<file path="src/rtl/core/lcfb_pkg.sv">
// Package with the item types, frame constants and helper functions of the frame builder.
`timescale 1ns / 1ps

package lcfb_pkg;

    // Command actions.
    localparam logic [2:0] ACT_DEV_CTRL   = 3'd0;
    localparam logic [2:0] ACT_GRP_SINGLE = 3'd1;
    localparam logic [2:0] ACT_GRP_LIST   = 3'd2;
    localparam logic [2:0] ACT_GRP_SET    = 3'd3;
    localparam logic [2:0] ACT_SENSOR     = 3'd4;
    localparam logic [2:0] ACT_DEV_INFO   = 3'd5;

    // Fixed frame bytes.
    localparam logic [7:0] B_SOF       = 8'h2A;
    localparam logic [7:0] B_LEN_LONG  = 8'h27;
    localparam logic [7:0] B_LEN_SHORT = 8'h22;
    localparam logic [7:0] B_SYNC0     = 8'h41;
    localparam logic [7:0] B_SYNC1     = 8'h88;
    localparam logic [7:0] B_TYPE_CTRL = 8'h25;
    localparam logic [7:0] B_TYPE_INFO = 8'h20;
    localparam logic [7:0] B_CMD_CTRL0 = 8'hC1;
    localparam logic [7:0] B_CMD_CTRL1 = 8'h2B;
    localparam logic [7:0] B_CMD_GSET0 = 8'hE9;
    localparam logic [7:0] B_CMD_GSET1 = 8'h03;
    localparam logic [7:0] B_CMD_SENS0 = 8'h94;
    localparam logic [7:0] B_CMD_SENS1 = 8'h2A;
    localparam logic [7:0] B_GSET_SUB  = 8'h06;
    localparam logic [7:0] B_CLASS     = 8'h04;
    localparam logic [7:0] B_ONE       = 8'h01;
    localparam logic [7:0] B_BCAST     = 8'hFF;
    localparam logic [7:0] B_EOF       = 8'h23;

    // Frame lengths as last byte index.
    localparam logic [5:0] LAST_LONG  = 6'd42;
    localparam logic [5:0] LAST_SHORT = 6'd37;

    // Checksum contribution of the fixed bytes of each layout.
    localparam logic [7:0] SUM_DEV = 8'(int'(B_SYNC0) + int'(B_SYNC1) + int'(B_TYPE_CTRL)
        + int'(B_CMD_CTRL0) + int'(B_CMD_CTRL1) + int'(B_CLASS) + int'(B_ONE));
    localparam logic [7:0] SUM_INFO = 8'(int'(B_SYNC0) + int'(B_SYNC1) + int'(B_TYPE_INFO)
        + int'(B_CMD_CTRL0) + int'(B_CMD_CTRL1) + int'(B_CLASS) + int'(B_ONE));
    localparam logic [7:0] SUM_GRP = 8'(int'(B_SYNC0) + int'(B_SYNC1) + 4 * int'(B_BCAST)
        + int'(B_TYPE_CTRL) + int'(B_ONE) + int'(B_CMD_CTRL0) + int'(B_CMD_CTRL1)
        + int'(B_CLASS) + int'(B_ONE));
    localparam logic [7:0] SUM_GSET = 8'(int'(B_SYNC0) + int'(B_SYNC1) + int'(B_TYPE_CTRL)
        + int'(B_CMD_GSET0) + int'(B_CMD_GSET1) + int'(B_GSET_SUB) + int'(B_CLASS));
    localparam logic [7:0] SUM_SENS = 8'(int'(B_SYNC0) + int'(B_SYNC1) + int'(B_TYPE_INFO)
        + int'(B_CMD_SENS0) + int'(B_CMD_SENS1));

    // One command item.
    typedef struct packed {
        logic [2:0]  action;
        logic [31:0] device_address;
        logic [4:0]  group_id;
        logic [15:0] group_mask;
        logic [7:0]  on_off;
        logic [15:0] dimmer;
    } t_lcfb_cmd;

    // One frame byte item.
    typedef struct packed {
        logic [7:0] frame_byte;
        logic       last_byte;
    } t_lcfb_result;

    // Actions 6 and 7 produce no frame.
    function automatic logic action_valid(input logic [2:0] act);
        return (act <= ACT_DEV_INFO);
    endfunction

    // Group mask carried by the group modes; an out-of-range id gives no bits.
    function automatic logic [15:0] group_bits(input t_lcfb_cmd cmd);
        logic [15:0] single;
        single = '0;
        if (cmd.group_id >= 5'd1 && cmd.group_id <= 5'd16) begin
            single = 16'd1 << (cmd.group_id - 5'd1);
        end
        return (cmd.action == ACT_GRP_LIST) ? cmd.group_mask : single;
    endfunction

    // Index of the closing byte for an action.
    function automatic logic [5:0] last_index(input logic [2:0] act);
        return (act == ACT_SENSOR) ? LAST_SHORT : LAST_LONG;
    endfunction

endpackage

</file>
<file path="src/rtl/core/lcfb_byte_mux.sv">
// Frame byte selector: picks the byte at a given index of the frame for a stored command.
`timescale 1ns / 1ps

module lcfb_byte_mux (
    input  lcfb_pkg::t_lcfb_cmd    i_cmd,
    input  logic [5:0]             i_idx,
    input  logic [7:0]             i_checksum,
    output lcfb_pkg::t_lcfb_result o_result
);

    logic [15:0] mask;
    logic        is_grp;
    logic        is_short_type;
    logic [5:0]  last_idx;
    logic [7:0]  body;

    // Layout flags for the stored action.
    always_comb begin
        mask          = lcfb_pkg::group_bits(i_cmd);
        is_grp        = (i_cmd.action == lcfb_pkg::ACT_GRP_SINGLE) ||
                        (i_cmd.action == lcfb_pkg::ACT_GRP_LIST);
        is_short_type = (i_cmd.action == lcfb_pkg::ACT_SENSOR) ||
                        (i_cmd.action == lcfb_pkg::ACT_DEV_INFO);
        last_idx      = lcfb_pkg::last_index(i_cmd.action);
    end

    // Body bytes by position; padding positions are zero.
    always_comb begin
        body = 8'h00;
        case (i_idx)
            6'd0: body = lcfb_pkg::B_SOF;
            6'd1: body = is_short_type ? lcfb_pkg::B_LEN_SHORT : lcfb_pkg::B_LEN_LONG;
            6'd2: body = lcfb_pkg::B_SYNC0;
            6'd3: body = lcfb_pkg::B_SYNC1;
            6'd18: body = is_grp ? lcfb_pkg::B_BCAST : i_cmd.device_address[7:0];
            6'd19: body = is_grp ? lcfb_pkg::B_BCAST : i_cmd.device_address[15:8];
            6'd20: body = is_grp ? lcfb_pkg::B_BCAST : i_cmd.device_address[23:16];
            6'd21: body = is_grp ? lcfb_pkg::B_BCAST : i_cmd.device_address[31:24];
            6'd28: body = is_short_type ? lcfb_pkg::B_TYPE_INFO : lcfb_pkg::B_TYPE_CTRL;
            6'd29: body = is_grp ? lcfb_pkg::B_ONE : 8'h00;
            6'd30: body = is_grp ? mask[7:0] : 8'h00;
            6'd31: body = is_grp ? mask[15:8] : 8'h00;
            6'd32: begin
                if (i_cmd.action == lcfb_pkg::ACT_GRP_SET) begin
                    body = lcfb_pkg::B_CMD_GSET0;
                end else if (i_cmd.action == lcfb_pkg::ACT_SENSOR) begin
                    body = lcfb_pkg::B_CMD_SENS0;
                end else begin
                    body = lcfb_pkg::B_CMD_CTRL0;
                end
            end
            6'd33: begin
                if (i_cmd.action == lcfb_pkg::ACT_GRP_SET) begin
                    body = lcfb_pkg::B_CMD_GSET1;
                end else if (i_cmd.action == lcfb_pkg::ACT_SENSOR) begin
                    body = lcfb_pkg::B_CMD_SENS1;
                end else begin
                    body = lcfb_pkg::B_CMD_CTRL1;
                end
            end
            6'd34: body = (i_cmd.action == lcfb_pkg::ACT_GRP_SET) ? lcfb_pkg::B_GSET_SUB : 8'h00;
            6'd36: body = lcfb_pkg::B_CLASS;
            6'd37: body = (i_cmd.action == lcfb_pkg::ACT_GRP_SET) ? mask[7:0] : lcfb_pkg::B_ONE;
            6'd38: body = (i_cmd.action == lcfb_pkg::ACT_GRP_SET) ? mask[15:8] : i_cmd.on_off;
            6'd39: body = (i_cmd.action == lcfb_pkg::ACT_GRP_SET) ? 8'h00 : i_cmd.dimmer[7:0];
            6'd40: body = (i_cmd.action == lcfb_pkg::ACT_GRP_SET) ? 8'h00 : i_cmd.dimmer[15:8];
            default: body = 8'h00;
        endcase
    end

    // The checksum and the closing byte sit at the tail, whatever the length.
    always_comb begin
        o_result.last_byte = (i_idx == last_idx);
        if (i_idx == last_idx) begin
            o_result.frame_byte = lcfb_pkg::B_EOF;
        end else if (i_idx == last_idx - 6'd1) begin
            o_result.frame_byte = i_checksum;
        end else begin
            o_result.frame_byte = body;
        end
    end

endmodule

</file>
<file path="src/rtl/core/lighting_command_frame_builder.sv">
// Top level of the lighting command frame builder: command capture, byte sequencing, output register.
// The first byte of a frame passes the index register, then the output register, to reach o_result.
// Throughput: one byte per cycle; a frame is 43 bytes long (38 for the sensor query), set by
// the byte counter. The next command is taken while the checksum byte is on o_result, so frames
// run back to back with no gap.
// Commands with action 6 or 7 are accepted and produce no bytes.
// Reset (synchronous, active low) clears the sequencer and the strobe; the receiver cannot stall.
`timescale 1ns / 1ps

module lighting_command_frame_builder (
    input  logic                   i_clk,
    input  logic                   i_rst_n,
    input  logic                   start,
    input  lcfb_pkg::t_lcfb_cmd    i_cmd,
    output logic                   busy,
    output logic                   o_strobe,
    output lcfb_pkg::t_lcfb_result o_result
);

    logic                   r_active;
    lcfb_pkg::t_lcfb_cmd    r_cmd;
    logic [7:0]             r_sum;
    logic [5:0]             r_idx;
    logic [5:0]             r_last_idx;
    logic                   r_strobe;
    lcfb_pkg::t_lcfb_result r_result;

    logic                   accept;
    logic [7:0]             n_sum;
    logic [7:0]             sum_base;
    logic [15:0]            in_mask;
    logic                   in_grp;
    logic                   in_ctrl;
    logic                   in_mask_used;
    lcfb_pkg::t_lcfb_result mux_out;

    // Ready drops only while bytes other than the closing one remain.
    assign busy   = r_active && (r_idx != r_last_idx);
    assign accept = start && !busy;

    // Checksum of the incoming command: fixed part per layout plus the variable bytes.
    always_comb begin
        in_mask      = lcfb_pkg::group_bits(i_cmd);
        in_grp       = (i_cmd.action == lcfb_pkg::ACT_GRP_SINGLE) ||
                       (i_cmd.action == lcfb_pkg::ACT_GRP_LIST);
        in_ctrl      = (i_cmd.action == lcfb_pkg::ACT_DEV_CTRL) || in_grp ||
                       (i_cmd.action == lcfb_pkg::ACT_DEV_INFO);
        in_mask_used = in_grp || (i_cmd.action == lcfb_pkg::ACT_GRP_SET);
        case (i_cmd.action)
            lcfb_pkg::ACT_DEV_CTRL:   sum_base = lcfb_pkg::SUM_DEV;
            lcfb_pkg::ACT_GRP_SINGLE: sum_base = lcfb_pkg::SUM_GRP;
            lcfb_pkg::ACT_GRP_LIST:   sum_base = lcfb_pkg::SUM_GRP;
            lcfb_pkg::ACT_GRP_SET:    sum_base = lcfb_pkg::SUM_GSET;
            lcfb_pkg::ACT_SENSOR:     sum_base = lcfb_pkg::SUM_SENS;
            lcfb_pkg::ACT_DEV_INFO:   sum_base = lcfb_pkg::SUM_INFO;
            default:                  sum_base = 8'h00;
        endcase
        n_sum = sum_base;
        if (!in_grp) begin
            n_sum = n_sum + i_cmd.device_address[7:0] + i_cmd.device_address[15:8]
                + i_cmd.device_address[23:16] + i_cmd.device_address[31:24];
        end
        if (in_mask_used) begin
            n_sum = n_sum + in_mask[7:0] + in_mask[15:8];
        end
        if (in_ctrl) begin
            n_sum = n_sum + i_cmd.on_off + i_cmd.dimmer[7:0] + i_cmd.dimmer[15:8];
        end
    end

    // Byte selection for the current position of the stored command.
    lcfb_byte_mux u_byte_mux (
        .i_cmd      (r_cmd),
        .i_idx      (r_idx),
        .i_checksum (r_sum),
        .o_result   (mux_out)
    );

    // Command capture and byte sequencing.
    always_ff @(posedge i_clk) begin
        if (!i_rst_n) begin
            r_active <= 1'b0;
            r_idx    <= 6'd0;
        end else if (accept) begin
            r_active <= lcfb_pkg::action_valid(i_cmd.action);
            r_idx    <= 6'd0;
        end else if (r_active) begin
            if (r_idx == r_last_idx) begin
                r_active <= 1'b0;
            end else begin
                r_idx <= r_idx + 6'd1;
            end
        end
    end

    // Payload of the stored command.
    always_ff @(posedge i_clk) begin
        if (accept) begin
            r_cmd      <= i_cmd;
            r_sum      <= n_sum;
            r_last_idx <= lcfb_pkg::last_index(i_cmd.action);
        end
    end

    // Output register: one byte item per cycle while a frame is running.
    always_ff @(posedge i_clk) begin
        if (!i_rst_n) begin
            r_strobe <= 1'b0;
        end else begin
            r_strobe <= r_active;
        end
        if (r_active) begin
            r_result <= mux_out;
        end
    end

    assign o_strobe = r_strobe;
    assign o_result = r_result;

    // A frame in progress always delivers a byte in the next cycle.
    a_busy_strobe: assert property (@(posedge i_clk) disable iff (!i_rst_n)
        busy |=> o_strobe)
        else $error("frame byte missing while busy");

    // The closing byte is the end marker.
    a_last_eof: assert property (@(posedge i_clk) disable iff (!i_rst_n)
        (o_strobe && o_result.last_byte) |-> (o_result.frame_byte == lcfb_pkg::B_EOF))
        else $error("closing byte is not the end marker");

    // A byte right after a closing byte opens a new frame.
    a_next_sof: assert property (@(posedge i_clk) disable iff (!i_rst_n)
        (o_strobe && o_result.last_byte) |=>
            (!o_strobe || (o_result.frame_byte == lcfb_pkg::B_SOF && !o_result.last_byte)))
        else $error("frame following a closing byte does not start correctly");

    // A valid command starts a frame whose first byte is the start marker.
    a_accept_sof: assert property (@(posedge i_clk) disable iff (!i_rst_n)
        (accept && lcfb_pkg::action_valid(i_cmd.action)) |=> ##1
            (o_strobe && o_result.frame_byte == lcfb_pkg::B_SOF))
        else $error("accepted command did not open a frame");

endmodule

</file>
<file path="config.mk">
export PLATFORM = sky130hd
export DESIGN_NAME = lighting_command_frame_builder
export DESIGN_NICKNAME = d
export VERILOG_FILES = /design/src/rtl/core/lcfb_pkg.sv /design/src/rtl/core/lcfb_byte_mux.sv /design/src/rtl/core/lighting_command_frame_builder.sv
export SDC_FILE = /design/constraint.sdc
export NUM_CORES = 1
export LEC_CHECK = 0
export BUFFER_PORTS_ARGS = -buffer_cell sky130_fd_sc_hd__buf_2
export CORE_ASPECT_RATIO = 1.5
export CORE_UTILIZATION = 39
export CTS_CLUSTER_SIZE = 20
export DETAILED_ROUTE_END_ITERATION = 7
export PLACE_DENSITY = 0.62
export SYNTH_ARGS = -nofsm -noshare
export SYNTH_HDL_FRONTEND = slang
export SYNTH_HIERARCHICAL = 1
export SYNTH_SLANG_ARGS = --single-unit
</file>
<file path="constraint.sdc">
create_clock -name i_clk -period 12.9 [get_ports i_clk]
set_clock_uncertainty 0.15 [all_clocks]
set_input_delay 0.645 -clock i_clk [delete_from_list [all_inputs] [get_ports i_clk]]
set_output_delay 0.645 -clock i_clk [all_outputs]
set_load 0.02 [all_outputs]
</file>
* Yosys cells after proc, flatten, opt, wreduce, memory -nomap -nowiden
Index checks and enable logic that the tools add are counted.
Word-level totals: register bits after elaboration 111, latch bits 0, bits in writable memories 0, memory bits (read-only) 0, bits of input ports 83, output and inout bits 11, memories kept 0
Operators by class: add/sub/neg operators 13, $mul 0, div/mod/pow operators 0, order comparisons 5, equal/unequal tests 33, shifts and indexed selects 2, mux-type cells 33, bitwise operators 2, reductions and logical operators 16
Operators with widths (number):
- $pmux 8 s20 | 1
- $mux 8 | 16
- $add 8x8->8 | 9
- $mux 16 | 4
- $eq 6x5->1 const B | 8
- $eq 6x6->1 const B | 8
- $pmux 8 s5 | 1
- $shl 1x5->16 const A | 2
- $eq 6x6->1 | 3
- $eq 3x2->1 const B | 4
- $eq 3x3->1 const B | 4
- $eq 6x2->1 const B | 2
- $ge 5x1->1 const B | 2
- $le 5x5->1 const B | 2
- $sub 5x1->5 const B | 2
- $mux 3 | 3
- $mux 4 | 2
- $mux 7 | 1
- $add 6x1->6 const B | 1
- $eq 3x1->1 const B | 2
- $eq 6x1->1 const B | 1
- $logic_not 6->1 | 1
- $logic_or 1x1->1 | 6
- $ne 6x6->1 | 1
- other kinds (9) | 18

* Depth between registers and ports, before layout
Gate-level depths: netlist of the first run.
depth in word-level cells 15, gate-level depth with buffers 28, depth with buffers taken out 28

* Hierarchy
Netlist of the first run, hierarchy kept.
By module, submodules not included:
- lighting_command_frame_builder | times used 1, cells an instance 394, area an instance 5539.1 um^2
- lcfb_byte_mux | times used 1, cells an instance 239, area an instance 1532.7 um^2

* Worst setup path before layout of the first run
No wires, ideal clock.
path type in2reg, start point input i_cmd[46] (netlist bit), end point register r_sum[7], data pin, setup time 0.258 ns, arrival 6.318 ns, data required time 12.492 ns, slack 6.174 ns, cell stages on the path 25, cells stage by stage inv_1 -> fa_1 -> fa_1 -> fa_1 -> inv_1 -> ha_1 -> fa_1 -> a211oi_1 -> nor2_1 -> or3_1 -> fa_1 -> inv_1 -> ha_1 -> o21ai_0 -> o21ai_0 -> mux2i_1 -> fa_1 -> ha_1 -> o21a_1 -> o31ai_1 -> a21oi_1 -> xnor2_1 -> nor2_1 -> xnor2_1 -> xnor2_1
On the way: cells in the longest elaborated chain, start to end 12
RTL lines:
- from (decl) | line lighting_command_frame_builder.sv:14 | input lcfb_pkg::t_lcfb_cmd i_cmd,
- $add 8x8->8 (*) (2 in series) | line lighting_command_frame_builder.sv:60 | n_sum = n_sum + i_cmd.device_address[7:0] + i_cmd.device_address[15:8]
- $add 8x8->8 (*) (2 in series) | line lighting_command_frame_builder.sv:61 | + i_cmd.device_address[23:16] + i_cmd.device_address[31:24];
- $mux 8 (*) | line lighting_command_frame_builder.sv:59 | if (!in_grp) begin
- $add 8x8->8 (2 in series) | line lighting_command_frame_builder.sv:64 | n_sum = n_sum + in_mask[7:0] + in_mask[15:8];
- $mux 8 (*) | line lighting_command_frame_builder.sv:63 | if (in_mask_used) begin
- $add 8x8->8 (3 in series) | line lighting_command_frame_builder.sv:67 | n_sum = n_sum + i_cmd.on_off + i_cmd.dimmer[7:0] + i_cmd.dimmer[15:8];
- $mux 8 (*) | line lighting_command_frame_builder.sv:66 | if (in_ctrl) begin
- net n_sum[7] | line lighting_command_frame_builder.sv:29 | logic [7:0] n_sum;
- to (signal assigned) | line lighting_command_frame_builder.sv:100 | r_sum <= n_sum;
- to (decl) | line lighting_command_frame_builder.sv:22 | logic [7:0] r_sum;
Mark *: on every way through the listed nets, which the timed path passes. The rest lies on a longest branch. A chain may end at the register's enable or synchronous reset.

* Worst setup path in the final report of the first run
Same ends and word-level chain as after synthesis.

==> impl_metrics.yaml, run 1 <==
drt:
  drt-initial-drc-count: 424
  ant_nets: 0
  routed_via_density: 5.79
  wl_per_cell_um: 21.5
  drc: 6
  wirelength_um: 20200
  drt_pass1_iterations: 7
  num_vias: 5425
sta:
  slew_viol_final: 0
  fmaxAchievable_mhz: 142
  rsz0062_at_grt: "no"
  tns_ns: 0
  slew_headroom_pct: 24.4
  hold_ws_ns: 0.322
  setup_viol: 0
  fin_ws_ns: 5.86
  min_period_ns: 7.04
  tightest_slew_ns: 1.13
  hold_violations: 0
  fin_crit_sh_pct: 54.6
critical_path:
  crit_family: "adder cells"
  max_stage_delay_ns: 0.55
  path_max_fanout: 3
  crit_top_cell: "fa_1"
  critPathKind: "in -> reg"
  r2r-start: "r_idx[1]$_SDFFE_PP0P_"
  r2r_slack_ns: 9.46
  required_ns: 12.86
  start_kind: "input port"
  rr_endpoint: "r_cmd[17]$_DFFE_PP_"
  crit_path_top_delay_cell: "fa_1"
  cp-end-kind: "flop"
  crit_buf_inv: 4
  cp.arrival_ns: 7.01
  r2r_cells: 5
clocking:
  htreeDepth: 3
  clk_pin_slew_ns: 0.07
  worst_skew_pair.late_latency_ns: 0.36
  cts_inserted_buffers: 9
  clockBufferDepth: 2
  cts_tree: "built"
  cts_hold_buffers: 0
  cts_setup_buffers: 0
  cts_num_sinks: 107
  root_buffer: "clkbuf_16"
  ctsResizeCount: 0
synthesis:
  synth_fa_ha_area_share_pct: 16.1
  synth_top_family_by_area: "adder cells"
  ys_ff_latch: 107
  synth_area_leader_cell: "edfxtp_1"
  synth_compound_area_share_pct: 15.6
  async_flop_share_pct: 0
  synth_area_leaders: "edfxtp_1 (42%), fa_1 (12%), ha_1 (4.2%)"
  synth_nets: 782
  ys_types: 74
  mappedNetlistArea_mm2: 0.00707
  yosys_warnings: 6
  muxShareOfSynthArea_pct: 0.743
  synth_edf_count: 99
  synth_ff_type: "edfxtp_1"
  synth-simple-area-share_pct: 13.9
  avgSynthCellArea_um2: 11.2
  synthCells: 633
  seq_area_frac_synth_pct: 44.3
  synth_xor_area_share_pct: 4.78
  yosys.area.top_type_share_pct: 42.0
power:
  total_power_mw: 1.34
  max-vdd-ir-drop_mv: 0.113
  power_density_mw_per_mm2: 167
  cellLeakagePower_nw: 3.05
global_routing:
  grt_overflow: 0
  grt_pass1_vias: 5407
  grt_pass1_wl_um: 31000
  antenna_found_initial: 0
  grt_start_max_net_pins: 89
  grt.total_usage_pct: 22.5
placed_design:
  io_buffers: 93
  dp_hpwl_um: 16100
  dp_slack_ns: 5.47
  gp_congestion: 0.910
  place_area_mm2: 0.00773
  dp.cells: 921
die:
  rows: 60
  core_area_mm2: 0.0179
  die_area_mm2: 0.0187
  initial_core_util_pct: 39.6
  die_h_um: 167
  die_x_um: 112
  ios: 94
finish:
  finish.utilization_pct: 44.9
  synthToLayoutAreaGrowth_pct: 13.5
  fin_cells: 937
  drive_gt1_share_pct: 17.9
  nNetsFinal: 864
  n_antenna_cell: 0
  fill_cells: 1688
  stdcell_area_mm2: 0.00802
run:
  maxCapViolCount: 0
status:
  status: "finished, violations left"
  violations: "design-rule violations"
min_path:
  hold_path.class: "in -> reg"
  min_from: "i_cmd[55]"
  whs_path_depth: 1
  hold_end: "r_cmd[55]$_DFFE_PP_"
kinds of logic after synthesis:
kind of cell             after synthesis
flip-flops                           107
XOR/XNOR                              37
multiplexers                           5
buffers and inverters                 79
adder cells (fa/ha/maj)               66
AO/OA/AOI/OAI                        159
AND/OR/NAND/NOR                      180
layout make-up:
cell class                 count  area (um2)  area share (%)
timing repair buffer          96         488            6.08
sequential                   107        3130            39.0
inverter                      54         203            2.53
multi-input combinational    447        3640            45.3
clock buffer                   9         225            2.81
clock inverter                 7        67.6           0.842
tap                          217         272            3.38
power by group:
part	leakage, nW	total [mW]	switching (mW)	internal, mW
clock	0.136	0.276	0.126	0.150
combinational	1.91	0.625	0.354	0.272
sequential	1.01	0.442	0.0154	0.427
worst max-delay path by stage:
stage	startpoint	to	cells past startpoint
floorplan	i_cmd[46]	r_sum[7]$_DFFE_PP_	25
global placement	i_cmd[46]	r_sum[7]$_DFFE_PP_	26
detailed placement	i_cmd[46]	r_sum[7]$_DFFE_PP_	26
CTS	i_cmd[46]	r_sum[7]$_DFFE_PP_	26
global route	i_cmd[79]	r_sum[7]$_DFFE_PP_	25
finish	i_cmd[46]	r_sum[7]$_DFFE_PP_	26
cell usage in the layout, fill, tap and decap left out, types with 7 or more instances in the layout:
| cell | instances |
|---|---|
| nor4_1 | 9 |
| fa_1 | 42 |
| nand3_1 | 16 |
| edfxtp_1 | 99 |
| xor2_1 | 9 |
| inv_1 | 53 |
| clkbuf_16 | 9 |
| nand2b_1 | 10 |
| nand2_1 | 34 |
| o21ai_0 | 24 |
| ha_1 | 24 |
| a32oi_1 | 13 |
| nor2_1 | 47 |
| a22oi_1 | 26 |
| dfxtp_1 | 8 |
| nor3_1 | 9 |
| nor2b_1 | 13 |
| a21oi_1 | 36 |
| xnor2_1 | 27 |
| buf_2 | 93 |
| o21bai_1 | 7 |
flip-flops by register name, summed over array words and instances (netlist names):
signal      count
o_result        9
r_active        1
o_strobe        1
r_cmd          80
r_idx           6
r_sum           8
r_last_idx      2
synth_stat cells, drive strengths merged, types with 5 or more instances:
cell / n
a211oi: 5
a21o: 5
a21oi: 36
a22oi: 26
a32oi: 13
buf: 14
clkbuf: 11
dfxtp: 8
edfxtp: 99
fa: 42
ha: 24
inv: 53
nand2: 35
nand2b: 10
nand3: 16
nor2: 49
nor2b: 14
nor3: 9
nor4: 9
nor4b: 6
o21ai: 29
o21bai: 7
xnor2: 27
xor2: 9
metal layers:
| layer | track usage [%] | share of wire (%) | up-vias |
|---|---|---|---|
| met5 | 0 | 0 | - |
| met2 | 39.4 | 52 | 223 |
| li1 | - | - | 2506 |
| met1 | 25.6 | 37 | 2639 |
| met4 | 14.4 | 5.7 | 0 |
| met3 | 3.06 | 4.6 | 57 |
Power figures use the tool's default switching activity.
==> run 2: changes to the inputs <==
--- a/config.mk
+++ b/config.mk
@@ -10,7 +10,7 @@
 export CORE_UTILIZATION = 39
 export CTS_CLUSTER_SIZE = 20
 export DETAILED_ROUTE_END_ITERATION = 7
-export PLACE_DENSITY = 0.62
+export PLACE_DENSITY = 0.64
 export SYNTH_ARGS = -nofsm -noshare
 export SYNTH_HDL_FRONTEND = slang
 export SYNTH_HIERARCHICAL = 1
==> constraint.sdc (replaced) <==
create_clock -name i_clk -period 6.4 [get_ports i_clk]
set_clock_uncertainty 0.15 [all_clocks]
set_input_delay 0.32 -clock i_clk [delete_from_list [all_inputs] [get_ports i_clk]]
set_output_delay 0.32 -clock i_clk [all_outputs]
set_load 0.02 [all_outputs]
==> run 2 against run 1 <==
First-iteration DRC count is 0.71% higher. Combinational power grew to 2.8 times the previous value. Critical path depth stayed put. The run still ends with design-rule violations left. Non-clock buffer count grew 41. Clock power up 99%. Via count is 2.7% higher. Final cell count is 4.4% higher. Critical endpoint unchanged. Register-to-register slack got worse by 6.8 ns. Flip-flop and latch count unchanged.
==> impl_metrics.yaml, run 2 (synthesis gave the netlist of run 1 again) <==
critical_path:
  crit_cells: 26
  cp-end-kind: "flop"
  crit_buf_inv: 4
  critPathKind: "in -> reg"
  r2r_slack_ns: 2.64
  crit_path_top_delay_cell: "fa_1"
  crit_top_cell: "fa_1"
  start_kind: "input port"
  max_stage_delay_ns: 0.56
  cp.arrival_ns: 6.25
  crit_family: "adder cells"
  path_max_fanout: 3
  r2r_cells: 6
  required_ns: 6.36
die:
  ios: 94
  die_h_um: 167
  initial_core_util_pct: 39.6
  core_area_mm2: 0.0179
  die_area_mm2: 0.0187
  die_x_um: 112
  rows: 60
finish:
  layout_common_cells: "edfxtp_1 (99), buf_2 (92), inv_1 (46), nor2_1 (44)"
  stdcell_area_mm2: 0.00856
  finish.utilization_pct: 47.9
  multi_input_area_mm2: 0.00384
  nNetsFinal: 905
  synthToLayoutAreaGrowth_pct: 21.1
  drive_gt1_share_pct: 27.1
  fill_cells: 1648
  largest_reg_flops: 80
  n_antenna_cell: 0
  regMostFlops: "r_cmd"
  seq_area_mm2: 0.00313
  layout_commonest_cell: "edfxtp_1"
global_routing:
  grt.total_usage_pct: 22.8
  grt_overflow: 0
  antenna_found_initial: 0
  grt_pass1_wl_um: 31800
  grt_start_max_net_pins: 72
  grt_pass1_vias: 5793
sta:
  fmaxAchievable_mhz: 159
  tns_ns: 0
  setup_viol: 0
  slew_viol_final: 0
  slew_headroom_pct: 32.1
  fin_crit_sh_pct: 98.3
  min_period_ns: 6.29
  hold_ws_ns: 0.00495
  tightest_slew_ns: 0.993
  hold_violations: 0
drt:
  wirelength_um: 20900
  drt-initial-drc-count: 427
  wl_per_cell_um: 21.4
  drt_pass1_iterations: 7
  ant_nets: 0
  drc: 2
  num_vias: 5573
  routed_via_density: 5.70
placed_design:
  io_buffers: 93
  gp_congestion: 0.944
  place_area_mm2: 0.00798
  dp_hpwl_um: 16500
clocking:
  root_buffer: "clkbuf_16"
  cts_inserted_buffers: 9
  cts_num_sinks: 107
  clockBufferDepth: 2
  clk_pin_slew_ns: 0.08
  htreeDepth: 3
  worst_skew_pair.late_latency_ns: 0.36
  cts_tree: "built"
min_path:
  hold_path.class: "in -> reg"
  whs_path_depth: 1
status:
  status: "finished, violations left"
  violations: "design-rule violations"
power:
  cellLeakagePower_nw: 3.28
  power_density_mw_per_mm2: 374
  max-vdd-ir-drop_mv: 0.201
  total_power_mw: 3.21
run:
  maxCapViolCount: 0
## run 2: cell types whose count changed in the layout (fill, tap and decap cells not counted), sizes merged
cell,before,now
inv,54,56
buf,96,133
bufinv,1,0
dlygate4sd3,0,4
clkinv,4,3
## run 2: layout make-up
type	count	share of cell area, %
Clock buffer	9	2.63
Clock inverter	7	0.833
Inverter	54	2.40
Multi-Input combinational cell	447	44.9
Sequential cell	107	36.6
Tap cell	217	3.17
Timing Repair Buffer	137	9.53
## run 2: power breakdown
group          switching, mW  internal [mW]
combinational          0.877          0.887
sequential            0.0336          0.860
clock                  0.274          0.275
## run 2: metal layers
layer	routed length, um	vias to the layer above	GRT usage, %
met1	7610	2731	25.5
met3	805	54	2.77
li1	-	2575	-
met5	0	-	0
met2	11300	213	40.8
met4	1210	0	14.2
## run 2: per-stage QoR
stage	std cells	worst slack, ns
4_1_cts	974	0.0249
2_1_floorplan	633	0.0386
3_5_place_dp	953	-0.603
3_3_place_gp	953	-0.393
5_1_grt	978	-0.0442
6_report	978	0.109
## run 2: final timing paths
path | from | endpoint
worst min register to register | r_sum[1]$_DFFE_PP_ | o_result[2]$_DFFE_PP_
worst max register to register | r_idx[0]$_SDFFE_PP0P_ | o_result[3]$_DFFE_PP_
worst max-delay path | i_cmd[62] | r_sum[7]$_DFFE_PP_
worst min-delay path | i_cmd[70] | r_cmd[70]$_DFFE_PP_
## run 2: what timing repair did
action                     4_1_cts  5_1_grt
cloned                           0        0
hold endpoints to repair         4        0
gates resized for setup         12       36
setup endpoints to repair        3        2
pin swaps                        4       27
setup buffers                    1        4
hold buffers                     4        0
==> run 3: changes to the inputs <==
--- a/config.mk
+++ b/config.mk
@@ -6,12 +6,10 @@
 export NUM_CORES = 1
 export LEC_CHECK = 0
 export BUFFER_PORTS_ARGS = -buffer_cell sky130_fd_sc_hd__buf_2
-export CORE_ASPECT_RATIO = 1.5
 export CORE_UTILIZATION = 39
 export CTS_CLUSTER_SIZE = 20
 export DETAILED_ROUTE_END_ITERATION = 7
 export PLACE_DENSITY = 0.64
 export SYNTH_ARGS = -nofsm -noshare
 export SYNTH_HDL_FRONTEND = slang
-export SYNTH_HIERARCHICAL = 1
 export SYNTH_SLANG_ARGS = --single-unit
==> run 3 against run 2 <==
The flow now finishes without violations. Via count down 2.2%. Critical endpoint unchanged. Synthesized area up 0.73%. Count of clock-buffer cells in the layout up 4. Utilization down 0.39 points. Sequential share of layout area up 0.23 points. Critical path depth down 1. Global-route usage down 1.4 points. Non-clock buffer count down 8. Wire length down 9.8%. Final cell count up 1.3%.
==> impl_metrics.yaml, run 3 <==
finish:
  fin_cells: 991
  synthToLayoutAreaGrowth_pct: 19.5
  n_antenna_cell: 0
  nNetsFinal: 907
  layout_commonest_cell: "edfxtp_1"
  drive_gt1_share_pct: 23.8
  layout_common_cells: "edfxtp_1 (99), buf_2 (92), inv_1 (65), nor2_1 (49), fa_1 (40)"
  stdcell_area_mm2: 0.00851
  regMostFlops: "r_cmd"
  largest_reg_flops: 80
global_routing:
  grt_start_max_net_pins: 57
  grt_pass1_wl_um: 29200
  grt_pass1_vias: 5249
  antenna_found_initial: 0
  grt_overflow: 0
  grt.total_usage_pct: 21.4
power:
  swShare_pct: 34.6
  power_density_mw_per_mm2: 365
  max-vdd-ir-drop_mv: 0.242
  cellLeakagePower_nw: 3.33
  total_power_mw: 3.10
  pwr-share-seq_pct: 28.8
  internal-power_mw: 2.03
  power.share.combinational_pct: 52.1
  clock_power_share_pct: 19.1
  netSwitchingPower_mw: 1.07
placed_design:
  dp_slack_ns: -0.277
  io_buffers: 93
  place_area_mm2: 0.00799
  gp_congestion: 0.952
  dp_hpwl_um: 14800
  dp.cells: 968
synthesis:
  yosys.area.top_type_share_pct: 41.7
  synth_nets: 795
  async_flop_share_pct: 0
  ys_types: 63
  ys_ff_latch: 107
  synth_edf_count: 99
  synthMostInstantiatedCell: "edfxtp_1"
  mappedNetlistArea_mm2: 0.00712
  synth_area_leader_cell: "edfxtp_1"
  yosys_warnings: 0
  synth_area_leaders: "edfxtp_1 (42%), fa_1 (12%), ha_1 (4.4%)"
  avgSynthCellArea_um2: 11.0
  seq_area_frac_synth_pct: 44.0
  synth_common_cells: "edfxtp_1 (99), inv_1 (69), nor2_1 (50)"
  synth_ff_type: "edfxtp_1"
  synthCells: 645
clocking:
  worst_skew_pair.late_latency_ns: 0.35
  cts_tree: "built"
  clockBufferDepth: 2
  clk_pin_slew_ns: 0.07
  htreeDepth: 3
  root_buffer: "clkbuf_16"
  cts_num_sinks: 107
  cts_inserted_buffers: 9
sta:
  fin_crit_sh_pct: 97.6
  tightest_slew_ns: 1.03
  min_period_ns: 6.25
  tns_ns: 0
  slew_viol_final: 0
  setup_viol: 0
  slew_headroom_pct: 31.2
  hold_violations: 0
  fin_ws_ns: 0.155
  fmaxAchievable_mhz: 160
critical_path:
  path_max_fanout: 2
  r2r_cells: 7
  critPathKind: "in -> reg"
  start_kind: "input port"
  cp-end-kind: "flop"
  cp.arrival_ns: 6.20
  required_ns: 6.36
drt:
  num_vias: 5450
  wl_per_cell_um: 19.0
  drt_pass1_iterations: 6
  wirelength_um: 18800
  routed_via_density: 5.50
  ant_nets: 0
  drt-initial-drc-count: 474
  drc: 0
die:
  initial_core_util_pct: 39.8
  rows: 49
  die_h_um: 137
  die_x_um: 137
  core_area_mm2: 0.0179
  die_area_mm2: 0.0188
  ios: 94
min_path:
  whs_path_depth: 1
  hold_path.class: "in -> reg"
run:
  maxCapViolCount: 0
status:
  status: "completed"
run 3: cell families (layout without fill, tap and decap cells):
kind of cell	Yosys count	count (layout)	synth area share, %
AO/OA/AOI/OAI	150	150	14.8
XOR/XNOR	35	35	4.50
adder cells (fa/ha/maj)	67	67	16.2
buffers and inverters	97	214	5.38
flip-flops	107	107	44.0
multiplexers	12	12	1.81
AND/OR/NAND/NOR	177	177	13.3
run 3: critical path: stages:
cell and delay, ns:
buf_2 0.09, inv_1 0.05, fa_1 0.54, fa_1 0.44
fa_1 0.50, inv_1 0.05, ha_2 0.19, fa_2 0.62
nor2_4 0.04, fa_1 0.56, inv_2 0.07, fa_2 0.37
a21o_1 0.17, a21oi_2 0.16, xor2_1 0.08, mux2i_1 0.24
fa_1 0.50, ha_4 0.29, o21a_1 0.13, o31ai_2 0.08
a21oi_1 0.19, xnor2_1 0.13, nand2_1 0.11, xnor2_2 0.15
xnor2_1 0.13
run 3: final cells by class:
cell class	count	area, um2
clock buffers	13	250
clock inverters	3	63.8
fillers	1662	9390
inverters	69	259
multi-input cells	441	3750
flip-flops and latches	107	3130
well taps	229	287
repair buffers	129	769
run 3: timing repair:
| item | 4_1_cts | 5_1_grt |
|---|---|---|
| endpoints found under the hold margin | 6 | 0 |
| gates resized for setup | 0 | 28 |
| setup buffers | 0 | 1 |
| hold buffers | 6 | 0 |
| setup endpoints to repair | 0 | 2 |
run 3: final timing paths:
kind,startpoint,end,slack [ns]
setup / recovery,i_cmd[54],r_sum[7]$_DFFE_PP_,0.15
hold / removal,i_cmd[68],r_cmd[68]$_DFFE_PP_,0.01
setup reg to reg,r_idx[2]$_SDFFE_PP0P_,r_idx[4]$_SDFFE_PP0P_,2.95
hold reg to reg,r_sum[5]$_DFFE_PP_,o_result[6]$_SDFFCE_PP1P_,0.39
run 3: layer usage:
layer / track usage (%) / share of wire (%)
met1: 28.8 / 43
met4: 6.35 / 2.2
met5: 0 / 0
met2: 35.2 / 48
met3: 3.44 / 6.6
run 3: per-stage QoR:
step / utilization (%) / hold slack (ns)
floorplan: - / 0.269
global placement: 44.7 / 0.363
detailed placement: 44.7 / 0.365
CTS: 46.7 / 0.00296
global route: 47.5 / 0.00223
finish: 47.5 / 0.0133
run 3: power groups by stage:
| stage | Clock (mW) | Combinational [mW] | Sequential (mW) |
|---|---|---|---|
| floorplan | 0 | 0.936 | 0.903 |
| global placement | 0 | 1.44 | 0.909 |
| detailed placement | 0 | 1.46 | 0.909 |
| CTS | 0.599 | 1.47 | 0.894 |
| global route | 0.623 | 1.81 | 0.899 |
| finish | 0.593 | 1.62 | 0.894 |
